<file path="src/design/ipid_pkg.sv">
`timescale 1ns / 1ps

package ipid_pkg;

  // Register indexes on the configuration port
  localparam logic [2:0] REG_GAIN_P     = 3'd0;
  localparam logic [2:0] REG_GAIN_I     = 3'd1;
  localparam logic [2:0] REG_GAIN_D     = 3'd2;
  localparam logic [2:0] REG_LIMIT_HIGH = 3'd3;
  localparam logic [2:0] REG_LIMIT_LOW  = 3'd4;
  localparam logic [2:0] REG_SAMPLE_MS  = 3'd5;

  // Serial datapath geometry
  localparam int MAG_W     = 48;               // operand magnitudes and dividends
  localparam int MCAND_W   = 31;               // parallel multiplicand
  localparam int PROD_W    = MCAND_W + MAG_W;  // full product
  localparam int SUM_W     = 43;               // accumulator sum before saturation
  localparam int TERM_W    = 41;               // saturated gain term magnitude
  localparam int MUL_STEPS = MAG_W;
  localparam int DIV_STEPS = MAG_W;
  localparam int STEP_W    = $clog2(MAG_W);

  localparam logic [TERM_W-1:0]  TERM_LIMIT    = {1'b1, {(TERM_W-1){1'b0}}};
  localparam logic [15:0]        MS_PER_S      = 16'd1000;
  localparam logic [MCAND_W-1:0] MS_PER_S_MUL  = 31'd1000;
  localparam logic [15:0]        DRIVE_DIVISOR = 16'd12;
  localparam logic [31:0]        I32_MAX       = 32'h7FFF_FFFF;
  localparam logic [31:0]        I32_MIN       = 32'h8000_0000;

  typedef struct packed {
    logic        [30:0] gain_p;
    logic        [30:0] gain_i;
    logic        [30:0] gain_d;
    logic signed [31:0] limit_high;
    logic signed [31:0] limit_low;
    logic        [15:0] sample_ms;
  } cfg_t;

endpackage

</file>
<file path="src/design/incremental_pid_with_clamp.sv">
// Velocity-form PID step for one motor channel in signed fixed point with FRAC_BITS
// fraction bits. A compute transaction (tuser = 0) forms the error, adds the gain_p,
// gain_i and gain_d terms to the stored unclamped output, shifts the error history and
// returns the output clamped to the limits together with that value times
// DRIVE_SCALE/12; a clear transaction (tuser = 1) zeroes the history and returns
// nothing. All products and quotients run through one bit-serial multiplier (one
// multiplier bit per cycle over 48 bits) and one restoring divider (one quotient bit per
// cycle over 48 bits); a compute step makes six products and three quotients, and no
// new transaction is taken until its result is loaded into the output register.
// A finished result sits in the output register while the next transaction is accepted;
// the sequencer waits only if that register is still full when the next result is due.
// The user writes configuration through cfg_we/cfg_index/cfg_data only while the block
// is idle; the block itself does not enforce this.
`timescale 1ns / 1ps

module incremental_pid_with_clamp #(
  parameter int DRIVE_SCALE = 12,
  parameter int FRAC_BITS   = 16
) (
  input  logic        clk,
  input  logic        rst,
  // configuration write port
  input  logic        cfg_we,
  input  logic [2:0]  cfg_index,
  input  logic [31:0] cfg_data,
  // input stream
  input  logic        s_tvalid,
  output logic        s_tready,
  input  logic [63:0] s_tdata,   // [31:0] target, [63:32] measured
  input  logic [0:0]  s_tuser,   // [0] command
  // result stream
  output logic        m_tvalid,
  input  logic        m_tready,
  output logic [63:0] m_tdata    // [31:0] drive, [63:32] clamped_output
);

  localparam int MAG_W   = ipid_pkg::MAG_W;
  localparam int MCAND_W = ipid_pkg::MCAND_W;
  localparam int PROD_W  = ipid_pkg::PROD_W;
  localparam int SUM_W   = ipid_pkg::SUM_W;
  localparam int TERM_W  = ipid_pkg::TERM_W;
  localparam int STEP_W  = ipid_pkg::STEP_W;

  localparam logic [STEP_W-1:0] MUL_LAST = STEP_W'(ipid_pkg::MUL_STEPS - 1);
  localparam logic [STEP_W-1:0] DIV_LAST = STEP_W'(ipid_pkg::DIV_STEPS - 1);

  // Sequencer states
  localparam logic [4:0] ST_IDLE   = 5'd0;
  localparam logic [4:0] ST_PREP   = 5'd1;
  localparam logic [4:0] ST_MUL_I  = 5'd2;
  localparam logic [4:0] ST_LD_DI  = 5'd3;
  localparam logic [4:0] ST_DIV_I  = 5'd4;
  localparam logic [4:0] ST_LD_MD  = 5'd5;
  localparam logic [4:0] ST_MUL_D  = 5'd6;
  localparam logic [4:0] ST_LD_DD  = 5'd7;
  localparam logic [4:0] ST_DIV_D  = 5'd8;
  localparam logic [4:0] ST_LD_MP  = 5'd9;
  localparam logic [4:0] ST_MUL_P  = 5'd10;
  localparam logic [4:0] ST_ACC_P  = 5'd11;
  localparam logic [4:0] ST_MUL_GI = 5'd12;
  localparam logic [4:0] ST_ACC_I  = 5'd13;
  localparam logic [4:0] ST_MUL_GD = 5'd14;
  localparam logic [4:0] ST_ACC_D  = 5'd15;
  localparam logic [4:0] ST_SAT    = 5'd16;
  localparam logic [4:0] ST_CLH    = 5'd17;
  localparam logic [4:0] ST_CLL    = 5'd18;
  localparam logic [4:0] ST_LD_MS  = 5'd19;
  localparam logic [4:0] ST_MUL_S  = 5'd20;
  localparam logic [4:0] ST_LD_DS  = 5'd21;
  localparam logic [4:0] ST_DIV_S  = 5'd22;
  localparam logic [4:0] ST_FIN    = 5'd23;

  logic [4:0] state;
  logic [STEP_W-1:0] cnt;

  ipid_pkg::cfg_t cfg;

  // controller state
  logic signed [31:0] acc;
  logic signed [31:0] err_last;
  logic signed [31:0] err_before_last;

  // per-step working registers
  logic signed [31:0] err;
  logic signed [32:0] pdiff;
  logic signed [33:0] d2;
  logic [MAG_W-1:0]   ival_mag;
  logic               ival_neg;
  logic [MAG_W-1:0]   dval_mag;
  logic               dval_neg;
  logic signed [SUM_W-1:0] sum;
  logic signed [31:0] outv;
  logic               neg;

  // serial multiplier: prod accumulates mcand times the bits shifted out of mplier
  logic [MCAND_W-1:0] mcand;
  logic [MAG_W-1:0]   mplier;
  logic [PROD_W-1:0]  prod;
  // restoring divider: dvd shifts the dividend out and the quotient in
  logic [MAG_W-1:0]   dvd;
  logic [15:0]        rem;
  logic [15:0]        dvs;

  // ---------------------------------------------------------------------------
  // Combinational helpers
  // ---------------------------------------------------------------------------
  logic s_accept;
  assign s_tready = (state == ST_IDLE);
  assign s_accept = s_tvalid && s_tready;

  // error = sat32(target - measured)
  logic [32:0] err_diff;
  logic [31:0] err_sat;
  assign err_diff = {s_tdata[31], s_tdata[31:0]} - {s_tdata[63], s_tdata[63:32]};
  assign err_sat  = (err_diff[32] != err_diff[31]) ?
                    (err_diff[32] ? ipid_pkg::I32_MIN : ipid_pkg::I32_MAX) : err_diff[31:0];

  // a zero sample interval counts as one
  logic [15:0] dt;
  assign dt = (cfg.sample_ms == 16'd0) ? 16'd1 : cfg.sample_ms;

  // operand magnitudes
  logic [31:0] err_mag;
  logic [32:0] pdiff_mag;
  logic [33:0] d2_mag;
  logic [31:0] outv_mag;
  assign err_mag   = err[31]   ? 32'(-err)   : 32'(err);
  assign pdiff_mag = pdiff[32] ? 33'(-pdiff) : 33'(pdiff);
  assign d2_mag    = d2[33]    ? 34'(-d2)    : 34'(d2);
  assign outv_mag  = outv[31]  ? 32'(-outv)  : 32'(outv);

  // one multiplier step
  logic [MCAND_W:0]  msum;
  logic [PROD_W-1:0] prod_step;
  assign msum      = {1'b0, prod[PROD_W-1:MAG_W]} + (mplier[0] ? {1'b0, mcand} : '0);
  assign prod_step = {msum, prod[MAG_W-1:1]};

  // one divider step
  logic [16:0] rsh;
  logic [16:0] rdiff;
  logic        qbit;
  assign rsh   = {rem, dvd[MAG_W-1]};
  assign rdiff = rsh - {1'b0, dvs};
  assign qbit  = (rsh >= {1'b0, dvs});

  // gain term: (gain * operand) >> FRAC_BITS, saturated at 2^40, then signed into the sum
  logic [PROD_W-1:0] shifted;
  logic              term_big;
  logic [TERM_W-1:0] tmag;
  logic signed [SUM_W-1:0] sum_acc;
  assign shifted  = prod >> FRAC_BITS;
  assign term_big = (|shifted[PROD_W-1:TERM_W]) ||
                    (shifted[TERM_W-1] && (|shifted[TERM_W-2:0]));
  assign tmag     = term_big ? ipid_pkg::TERM_LIMIT : shifted[TERM_W-1:0];
  assign sum_acc  = neg ? (sum - $signed({{(SUM_W-TERM_W){1'b0}}, tmag}))
                        : (sum + $signed({{(SUM_W-TERM_W){1'b0}}, tmag}));

  // accumulator saturation to 32 bits
  logic [31:0] acc_sat;
  assign acc_sat = ((&sum[SUM_W-1:31]) || !(|sum[SUM_W-1:31])) ? sum[31:0] :
                   (sum[SUM_W-1] ? ipid_pkg::I32_MIN : ipid_pkg::I32_MAX);

  // drive = sat32(+-quotient)
  logic [31:0] drive_sat;
  always_comb begin
    if (!neg) begin
      drive_sat = (|dvd[MAG_W-1:31]) ? ipid_pkg::I32_MAX : {1'b0, dvd[30:0]};
    end else begin
      drive_sat = ((|dvd[MAG_W-1:32]) || (dvd[31] && (|dvd[30:0]))) ?
                  ipid_pkg::I32_MIN : 32'(-dvd[31:0]);
    end
  end

  logic out_free;
  assign out_free = !m_tvalid || m_tready;

  // ---------------------------------------------------------------------------
  // Configuration registers
  // ---------------------------------------------------------------------------
  always_ff @(posedge clk) begin
    if (rst) begin
      cfg.gain_p     <= '0;
      cfg.gain_i     <= '0;
      cfg.gain_d     <= '0;
      cfg.limit_high <= '0;
      cfg.limit_low  <= '0;
      cfg.sample_ms  <= 16'd10;
    end else if (cfg_we) begin
      unique case (cfg_index)
        ipid_pkg::REG_GAIN_P:     cfg.gain_p     <= cfg_data[30:0];
        ipid_pkg::REG_GAIN_I:     cfg.gain_i     <= cfg_data[30:0];
        ipid_pkg::REG_GAIN_D:     cfg.gain_d     <= cfg_data[30:0];
        ipid_pkg::REG_LIMIT_HIGH: cfg.limit_high <= cfg_data;
        ipid_pkg::REG_LIMIT_LOW:  cfg.limit_low  <= cfg_data;
        ipid_pkg::REG_SAMPLE_MS:  cfg.sample_ms  <= cfg_data[15:0];
        default: ;  // drop writes to unused indexes
      endcase
    end
  end

  // ---------------------------------------------------------------------------
  // Sequencer and serial datapath
  // ---------------------------------------------------------------------------
  always_ff @(posedge clk) begin
    if (rst) begin
      state           <= ST_IDLE;
      cnt             <= '0;
      m_tvalid        <= 1'b0;
      acc             <= '0;
      err_last        <= '0;
      err_before_last <= '0;
    end else begin
      // release the output register once taken, unless a new result loads it now
      if (m_tready && state != ST_FIN) begin
        m_tvalid <= 1'b0;
      end

      // advance the shared units in their states
      if (state == ST_MUL_I || state == ST_MUL_D || state == ST_MUL_P ||
          state == ST_MUL_GI || state == ST_MUL_GD || state == ST_MUL_S) begin
        prod   <= prod_step;
        mplier <= mplier >> 1;
        cnt    <= cnt + 1'b1;
      end
      if (state == ST_DIV_I || state == ST_DIV_D || state == ST_DIV_S) begin
        rem <= qbit ? rdiff[15:0] : rsh[15:0];
        dvd <= {dvd[MAG_W-2:0], qbit};
        cnt <= cnt + 1'b1;
      end

      unique case (state)
        ST_IDLE: begin
          if (s_accept) begin
            if (s_tuser[0]) begin
              // clear history, no result
              acc             <= '0;
              err_last        <= '0;
              err_before_last <= '0;
            end else begin
              err   <= err_sat;
              state <= ST_PREP;
            end
          end
        end
        ST_PREP: begin
          pdiff  <= {err[31], err} - {err_last[31], err_last};
          d2     <= {{2{err[31]}}, err} - {err_last[31], err_last, 1'b0}
                    + {{2{err_before_last[31]}}, err_before_last};
          sum    <= SUM_W'(acc);
          // integral operand: dt * |error|
          mcand  <= MCAND_W'(dt);
          mplier <= MAG_W'(err_mag);
          prod   <= '0;
          neg    <= err[31];
          cnt    <= '0;
          state  <= ST_MUL_I;
        end
        ST_MUL_I: if (cnt == MUL_LAST) state <= ST_LD_DI;
        ST_LD_DI: begin
          dvd   <= prod[MAG_W-1:0];
          rem   <= '0;
          dvs   <= ipid_pkg::MS_PER_S;
          cnt   <= '0;
          state <= ST_DIV_I;
        end
        ST_DIV_I: if (cnt == DIV_LAST) state <= ST_LD_MD;
        ST_LD_MD: begin
          ival_mag <= dvd;
          ival_neg <= neg;
          // derivative operand: 1000 * |second difference|
          mcand    <= ipid_pkg::MS_PER_S_MUL;
          mplier   <= MAG_W'(d2_mag);
          prod     <= '0;
          neg      <= d2[33];
          cnt      <= '0;
          state    <= ST_MUL_D;
        end
        ST_MUL_D: if (cnt == MUL_LAST) state <= ST_LD_DD;
        ST_LD_DD: begin
          dvd   <= prod[MAG_W-1:0];
          rem   <= '0;
          dvs   <= dt;
          cnt   <= '0;
          state <= ST_DIV_D;
        end
        ST_DIV_D: if (cnt == DIV_LAST) state <= ST_LD_MP;
        ST_LD_MP: begin
          dval_mag <= dvd;
          dval_neg <= neg;
          mcand    <= cfg.gain_p;
          mplier   <= MAG_W'(pdiff_mag);
          prod     <= '0;
          neg      <= pdiff[32];
          cnt      <= '0;
          state    <= ST_MUL_P;
        end
        ST_MUL_P: if (cnt == MUL_LAST) state <= ST_ACC_P;
        ST_ACC_P: begin
          sum    <= sum_acc;
          mcand  <= cfg.gain_i;
          mplier <= ival_mag;
          prod   <= '0;
          neg    <= ival_neg;
          cnt    <= '0;
          state  <= ST_MUL_GI;
        end
        ST_MUL_GI: if (cnt == MUL_LAST) state <= ST_ACC_I;
        ST_ACC_I: begin
          sum    <= sum_acc;
          mcand  <= cfg.gain_d;
          mplier <= dval_mag;
          prod   <= '0;
          neg    <= dval_neg;
          cnt    <= '0;
          state  <= ST_MUL_GD;
        end
        ST_MUL_GD: if (cnt == MUL_LAST) state <= ST_ACC_D;
        ST_ACC_D: begin
          sum   <= sum_acc;
          state <= ST_SAT;
        end
        ST_SAT: begin
          // commit the new accumulator and shift the error history
          acc             <= acc_sat;
          err_before_last <= err_last;
          err_last        <= err;
          state           <= ST_CLH;
        end
        ST_CLH: begin
          outv  <= (acc > cfg.limit_high) ? cfg.limit_high : acc;
          state <= ST_CLL;
        end
        ST_CLL: begin
          // low limit applied last, so it wins when the limits cross
          if (outv < cfg.limit_low) outv <= cfg.limit_low;
          state <= ST_LD_MS;
        end
        ST_LD_MS: begin
          mcand  <= MCAND_W'(DRIVE_SCALE);
          mplier <= MAG_W'(outv_mag);
          prod   <= '0;
          neg    <= outv[31];
          cnt    <= '0;
          state  <= ST_MUL_S;
        end
        ST_MUL_S: if (cnt == MUL_LAST) state <= ST_LD_DS;
        ST_LD_DS: begin
          dvd   <= prod[MAG_W-1:0];
          rem   <= '0;
          dvs   <= ipid_pkg::DRIVE_DIVISOR;
          cnt   <= '0;
          state <= ST_DIV_S;
        end
        ST_DIV_S: if (cnt == DIV_LAST) state <= ST_FIN;
        ST_FIN: begin
          // hold until the output register is free
          if (out_free) begin
            m_tdata  <= {outv, drive_sat};
            m_tvalid <= 1'b1;
            state    <= ST_IDLE;
          end
        end
        default: state <= ST_IDLE;
      endcase
    end
  end

  // ---------------------------------------------------------------------------
  // Assertions
  // ---------------------------------------------------------------------------
  a_clear_zeroes: assert property (@(posedge clk) disable iff (rst)
    (s_accept && s_tuser[0]) |=> (acc == 0 && err_last == 0 && err_before_last == 0))
    else $error("clear transaction did not zero the controller history");

  a_divisor_nonzero: assert property (@(posedge clk) disable iff (rst)
    (state == ST_DIV_I || state == ST_DIV_D || state == ST_DIV_S) |-> (dvs != 16'd0))
    else $error("divider running with a zero divisor");

  a_result_issued: assert property (@(posedge clk) disable iff (rst)
    (state == ST_FIN && out_free) |=> (m_tvalid && state == ST_IDLE))
    else $error("finished step did not present its result");

endmodule
</file>
<file path="config.mk">
export PLATFORM = sky130hd
export DESIGN_NAME = incremental_pid_with_clamp
export DESIGN_NICKNAME = d
export VERILOG_FILES = /design/src/design/ipid_pkg.sv /design/src/design/incremental_pid_with_clamp.sv
export SDC_FILE = /design/constraint.sdc
export NUM_CORES = 2
export LEC_CHECK = 0
export BUFFER_PORTS_ARGS = -buffer_cell sky130_fd_sc_hd__buf_2
export CAP_MARGIN = 20
export CORE_MARGIN = 5
export CORE_UTILIZATION = 45
export CTS_BUF_LIST = sky130_fd_sc_hd__clkbuf_4 sky130_fd_sc_hd__clkbuf_8
export DETAILED_ROUTE_END_ITERATION = 16
export SLEW_MARGIN = 20
export SYNTH_ARGS = -nofsm -noshare
export SYNTH_HDL_FRONTEND = slang
export SYNTH_SLANG_ARGS = --single-unit
</file>
<file path="constraint.sdc">
create_clock -name clk -period 6.75 [get_ports clk]
set_input_delay 1.0125 -clock clk [delete_from_list [all_inputs] [get_ports clk]]
set_output_delay 1.0125 -clock clk [all_outputs]
set_load 0.01 [all_outputs]
</file>
After elaboration in Yosys (flattened, before gate mapping)
Index checks and enable logic that the tools add are counted.
{"block": "totals", "out_inout_bits": 66, "in_bits": 105, "ff_bits": 856, "wordCells": 205}
{"block": "op_classes", "n_eq_ne": 45, "muxes": 52, "n_bitwise": 2, "n_lt_le_gt_ge": 3, "n_reduce_logical": 60, "add_sub_neg": 14}
{"operator": "$mux W32", "n": 12}
{"operator": "$pmux W48 S6", "n": 1}
{"operator": "$pmux W32 S2", "n": 4}
{"operator": "$pmux W31 S6", "n": 1}
{"operator": "$mux W48", "n": 3}
{"operator": "$pmux W5 S24", "n": 1}
{"operator": "$neg A32 Y32", "n": 3}
{"operator": "$pmux W43 S2", "n": 1}
{"operator": "$mux W79", "n": 1}
{"operator": "$sub A32 B32 Y33", "n": 2}
{"operator": "$mux W31", "n": 2}
{"operator": "$mux W5", "n": 12}
{"operator": "$mux W16", "n": 3}
{"operator": "$pmux W16 S3", "n": 1}
{"operator": "$add A43 B42 Y43", "n": 1}
{"operator": "$mux W43", "n": 1}
{"operator": "$sub A43 B42 Y43", "n": 1}
{"operator": "$mux W41", "n": 1}
{"operator": "$eq A5 B4 Y1 const B", "n": 8}
{"operator": "$eq A5 B5 Y1 const B", "n": 8}
{"operator": "$reduce_or A40 Y1", "n": 1}
{"operator": "$add A34 B34 Y34", "n": 1}
{"operator": "$mux W34", "n": 1}
{"operator": "$neg A34 Y34", "n": 1}
{"operator": "other kinds (46)", "n": 105}

Logic depth before layout (Yosys ltp)
{"block": "depth", "depth_word": 8, "mapped_depth": 30, "ltp_nobuf": 25}

Worst setup path before layout
No wires, ideal clock.
{"block": "synth_timing", "path_type": "register to register", "from": "register prod[24]", "to": "register sum[40], data pin", "synth_period_minus_slack_ns": 6.940, "setup_ns": 0.268, "n_path_buf": 5, "setup_slack_ns": -0.190, "arrival_ns": 6.673, "required_ns": 6.482, "path_stages_with_launch": 30, "cell_sequence": "edfxtp_1 > or3_1 > or4_1 > and3b_1 > clkbuf_1 > a41oi_1 > nor2_1 > clkbuf_1 > clkbuf_1 > buf_1 > nand2_1 > ha_1 > clkbuf_1 > nand2_1 > nor2_1 > inv_1 > a21oi_1 > nor2_1 > nor3_1 > a311o_1 > ha_1 > a21o_1 > a21o_1 > a21o_1 > or4_1 > a41o_1 > a211o_1 > a21oi_1 > xor2_1 > o21ai_0"}
{"block": "synth_via", "elab_chain_cells": 7, "word_cells_on_any_way": 8, "classes_between": "add/sub (2); mux (3); reduce/logical (3)"}
{"item": "start: declaration", "line_no": "incremental_pid_with_clamp.sv:98", "source": "logic [PROD_W-1:0] prod;"}
{"item": "start signal: assignment", "line_no": "incremental_pid_with_clamp.sv:221", "source": "prod <= prod_step;"}
{"item": "$reduce_or A40 Y1", "line_no": "incremental_pid_with_clamp.sv:153", "source": "(shifted[TERM_W-1] && (|shifted[TERM_W-2:0]));"}
{"item": "$logic_and A1 B1 Y1", "line_no": "incremental_pid_with_clamp.sv:153"}
{"item": "$logic_or A1 B1 Y1", "line_no": "incremental_pid_with_clamp.sv:152", "source": "assign term_big = (|shifted[PROD_W-1:TERM_W]) ||"}
{"item": "$mux W41 (*)", "line_no": "incremental_pid_with_clamp.sv:154", "source": "assign tmag = term_big ? ipid_pkg::TERM_LIMIT : shifted[TERM_W-1:0];"}
{"item": "$add A43 B42 Y43 or $sub A43 B42 Y43 (tied branches)", "line_no": "incremental_pid_with_clamp.sv:156, incremental_pid_with_clamp.sv:155"}
{"item": "$mux W43 (*)", "line_no": "incremental_pid_with_clamp.sv:155", "source": "assign sum_acc = neg ? (sum - $signed({{(SUM_W-TERM_W){1'b0}}, tmag}))"}
{"item": "$pmux W43 S2 (*)", "line_no": "incremental_pid_with_clamp.sv:231", "source": "unique case (state)"}
{"item": "end signal: assignment", "line_no": "incremental_pid_with_clamp.sv:249", "source": "sum <= SUM_W'(acc);"}
{"item": "end signal: assignment", "line_no": "incremental_pid_with_clamp.sv:299", "source": "sum <= sum_acc;"}
{"item": "end signal: assignment", "line_no": "incremental_pid_with_clamp.sv:309", "source": "sum <= sum_acc;"}
{"item": "end: declaration", "line_no": "incremental_pid_with_clamp.sv:91", "source": "logic signed [SUM_W-1:0] sum;"}
Mark *: on every way between the ends. The rest lies on a longest branch, timed or not.
A chain may end at the register's enable or synchronous reset.

Worst setup path in the final report
{"block": "layout_timing", "from": "register prod[51]", "to": "register sum[40], data pin"}
The elaborated chain is that of the path after synthesis.

==> metrics.yaml <==
routing:
  avgViaCountPerCell: 5.768
  vias: 39590
  wire_per_inst_um: 22.12
  first_pass_iters: 6
  drtIter0Drc: 3932
  drc_errors: 0
  routed_wl_um: 151900
  antenna_left: 0
yosys:
  async_reset_ff_frac: 0
  synth_compound_area_frac: 0.1810
  ys_warn_count: 0
  syn-num-nets: 5563
  synth_edf_count: 575
  synth_top_family_by_area: "compound AO/OA/AOI/OAI gates"
  synth-simple-area-share: 0.1496
  syn_area_per_cell_um2: 9.525
  ys_ff_latch: 856
  synth.largest_area_cell: "edfxtp_1"
  synth_adder_area_share: 0.08016
  yosysSeqAreaShare: 0.4653
  synth_mux_area_frac: 0.02617
  ys.flop_type: "edfxtp_1"
  synth_area_um2: 49200
  synth.top_cells.by_area: "edfxtp_1 (35%), dfxtp_1 (11%), ha_1 (6.5%)"
  netlist_instances: 5165
  synthXorXnorAreaFrac: 0.05198
  yosysTopAreaCellShare: 0.3510
  ys_types: 82
worst_setup_path:
  path_max_fanout: 6
  worstPathRequired_ns: 7.32
  cp_slowest_stage_delay_ns: 0.62
  rr_worst_depth: 24
  timing.rr.start: "prod[51]$_SDFFCE_PN0P_"
  crit_type: "reg2reg"
  worst-path-stages: 24
  r2r_end: "sum[40]$_DFFE_PP_"
  crit_slowest_cell: "nor3_1"
  critPathCapture: "sum[40]$_DFFE_PP_"
  rrSetupSlack_ns: 0.24
  critPathBufInv: 1
  worstSetupEndpointType: "register"
  cp-startpoint: "prod[51]$_SDFFCE_PN0P_"
  critPathTopFamily: "simple AND/OR/NAND/NOR gates"
  path_cells: "or4_1 -> nor3_1 -> a41oi_2 -> nor2_4 -> nand2_1 -> ha_1 -> nand2_2 -> nor2_1 -> nor2_2 -> a2111oi_0 -> nor2_1 -> a21oi_1 -> o21a_1 -> ha_1 -> buf_4 -> nand3_1 -> or2_2 -> o221ai_1 -> or4_1 -> a41o_1 -> a211o_1 -> a21oi_1 -> xor2_1 -> o21ai_0"
  startpoint_type: "register"
  worstPathArrival_ns: 7.08
final_layout:
  area_growth_pct: 11.63
  multiInputGateArea_um2: 24320
  final_util: 0.5052
  nFillCells: 10130
  nNetsFinal: 5724
  final_common_cell: "nand2_1"
  regArea_um2: 22890
  layout_common_cells: "nand2_1 (675), edfxtp_1 (575), a21oi_1 (514), inv_1 (359), nor2_1 (334)"
  drive_above_1_share: 0.1160
timing:
  skew_ns: 0.03740
  slew_headroom: 0.2357
  period_share: 0.9645
  period_needed_ns: 6.510
  fmax_mhz: 153.6
  hold_viol_final: 0
  worstMarginPinSlew_ns: 1.138
  setup_violations: 0
  maxSlewViolCount: 0
clock_network:
  cts.reportedPaths.clkPinSlew_ns: 0.07
  htreeDepth: 4
  root_buffer: "clkbuf_8"
  cts_made_buffers: 149
  cts_tree: "built"
  clk_path_buf_depth: 3
  clock-sinks: 856
  insertion_delay_ns: 0.86
  cts_hold_buf: 0
hold_path:
  hp-start: "cfg[99]$_SDFFE_PP0P_"
  hold_class: "reg2reg"
power_and_ir_drop:
  p_per_area_nw_per_um2: 279.2
  power_frac_clock: 0.327
  switchingPower_uw: 4928
  swShare: 0.3214
  vdd_drop_max_mv: 0.2067
  leakagePower_uw: 0.02019
  p_seq_frac: 0.436
  post-layout-total-power_uw: 15330
  p_comb_frac: 0.238
  power.internal_uw: 10400
placement:
  gp_congestion: 0.8964
  dp_hpwl_um: 111000
  io_buffer_count: 170
global_routing:
  grt_pass1_wl_um: 228300
  overflow: 0
  grt_pass1_vias: 36920
  grt_use_total: 0.2540
  grt_max_degree: 100
  antenna_found_initial: 20
floorplan:
  die_h_um: 340.7
  rows: 121
  die-area_um2: 116000
  fp.dieW_um: 340.7
  initial_core_util: 0.4526
  pin_count: 171
  fp.coreArea_um2: 108700
flow_run:
  drv_cap: 0
run_status:
  status: "finished clean"
## worst min-delay path by stage
stage | end | slack [ns] | cells after the start
finish | cfg[99]$_SDFFE_PP0P_ | 0.45 | 2
global route | cfg[168]$_SDFFE_PP0P_ | 0.43 | 3
CTS | cfg[107]$_SDFFE_PP0P_ | 0.38 | 3
detailed placement | cfg[98]$_SDFFE_PP0P_ | 0.45 | 2
global placement | cfg[157]$_SDFFE_PP0P_ | 0.44 | 2
floorplan | cfg[142]$_SDFFE_PP0P_ | 0.44 | 2
## cells in the mapped netlist (37+ instances only)
| cell type | n |
|---|---|
| nand2_1 | 677 |
| edfxtp_1 | 575 |
| a21oi_1 | 518 |
| inv_1 | 359 |
| nor2_1 | 347 |
| dfxtp_1 | 281 |
| o21ai_0 | 268 |
| ha_1 | 256 |
| clkbuf_1 | 224 |
| xnor2_1 | 152 |
| xor2_1 | 140 |
| a21o_1 | 113 |
| and2_1 | 102 |
| nor3_1 | 82 |
| mux2i_1 | 78 |
| a22oi_1 | 77 |
| nand3_1 | 61 |
| nor2b_1 | 52 |
| o31ai_1 | 50 |
| nand2b_1 | 49 |
| mux2_2 | 45 |
| o21a_1 | 44 |
| or3_1 | 44 |
| nand4_1 | 42 |
| fa_1 | 37 |
## cell type report
type | count | area share
clock inverters | 55 | 0.008999
inverters | 359 | 0.02454
well taps | 1414 | 0.03221
diodes | 4 | 0.0001823
multi-input cells | 3709 | 0.4429
repair buffers | 251 | 0.02704
clock buffers | 216 | 0.04730
flip-flops and latches | 856 | 0.4169
## registers in the layout (all words and copies together), names as in the netlist, 5 cells and up
register / flops
acc: 32
err_before_last: 32
pdiff: 33
dvs: 16
m_tdata: 64
err_last: 32
dvd: 48
ival_mag: 48
mplier: 48
state: 5
mcand: 31
d2: 34
outv: 32
cnt: 6
rem: 16
sum: 43
prod: 79
dval_mag: 48
cfg: 173
err: 32
## per-layer routing
layer	share of wire	track usage	up-vias
met1	0.47	0.3794	19070
met3	0.077	0.04548	182
met4	0.020	0.06363	0
met5	0	0	-
li1	-	-	18970
met2	0.44	0.3825	1376
## through the flow
| step | cell area, um^2 | hold slack (ns) | cells | setup WS, ns | setup TNS [ns] |
|---|---|---|---|---|---|
| 6_report | 54920 | 0.4516 | 6864 | 0.2399 | 0 |
| 3_3_place_gp | 51750 | 0.4412 | 6587 | 0.05198 | 0 |
| 2_1_floorplan | 49210 | 0.4357 | 5165 | 0.05507 | 0 |
| 4_1_cts | 54850 | 0.3847 | 6859 | 0.05521 | 0 |
| 5_1_grt | 54920 | 0.4305 | 6863 | -0.002701 | -0.002701 |
| 3_5_place_dp | 51750 | 0.4461 | 6587 | -0.009102 | -0.009102 |
## repair_timing
item                                    in CTS  in global routing
gates resized for setup                      0                 12
pin swaps                                    1                  1
setup buffers                                1                  1
endpoints found under the setup margin       1                  8
## power groups by stage
stage / clock [uW] / combinational (uW) / sequential [uW]
3_5_place_dp: 0 / 3610 / 6780
5_1_grt: 5360 / 3990 / 6720
6_report: 5010 / 3650 / 6680
4_1_cts: 5110 / 3630 / 6670
2_1_floorplan: 0 / 2540 / 6640
3_3_place_gp: 0 / 3590 / 6760
## cells by family (layout without fill, tap and decap cells)
family | count (synthesis) | after routing
AO/OA/AOI/OAI | 1409 | 1409
XOR/XNOR | 292 | 292
adder cells (fa/ha/maj) | 293 | 293
buffers and inverters | 600 | 881
flip-flops | 856 | 856
multiplexers | 123 | 123
other | 0 | 4
AND/OR/NAND/NOR | 1592 | 1592
## worst min-delay path: stages, from the launching register on
cell and delay (ns):
dfxtp_1 0.30, nand2_1 0.05, a21oi_1 0.05
Power figures use the tool's default switching activity.
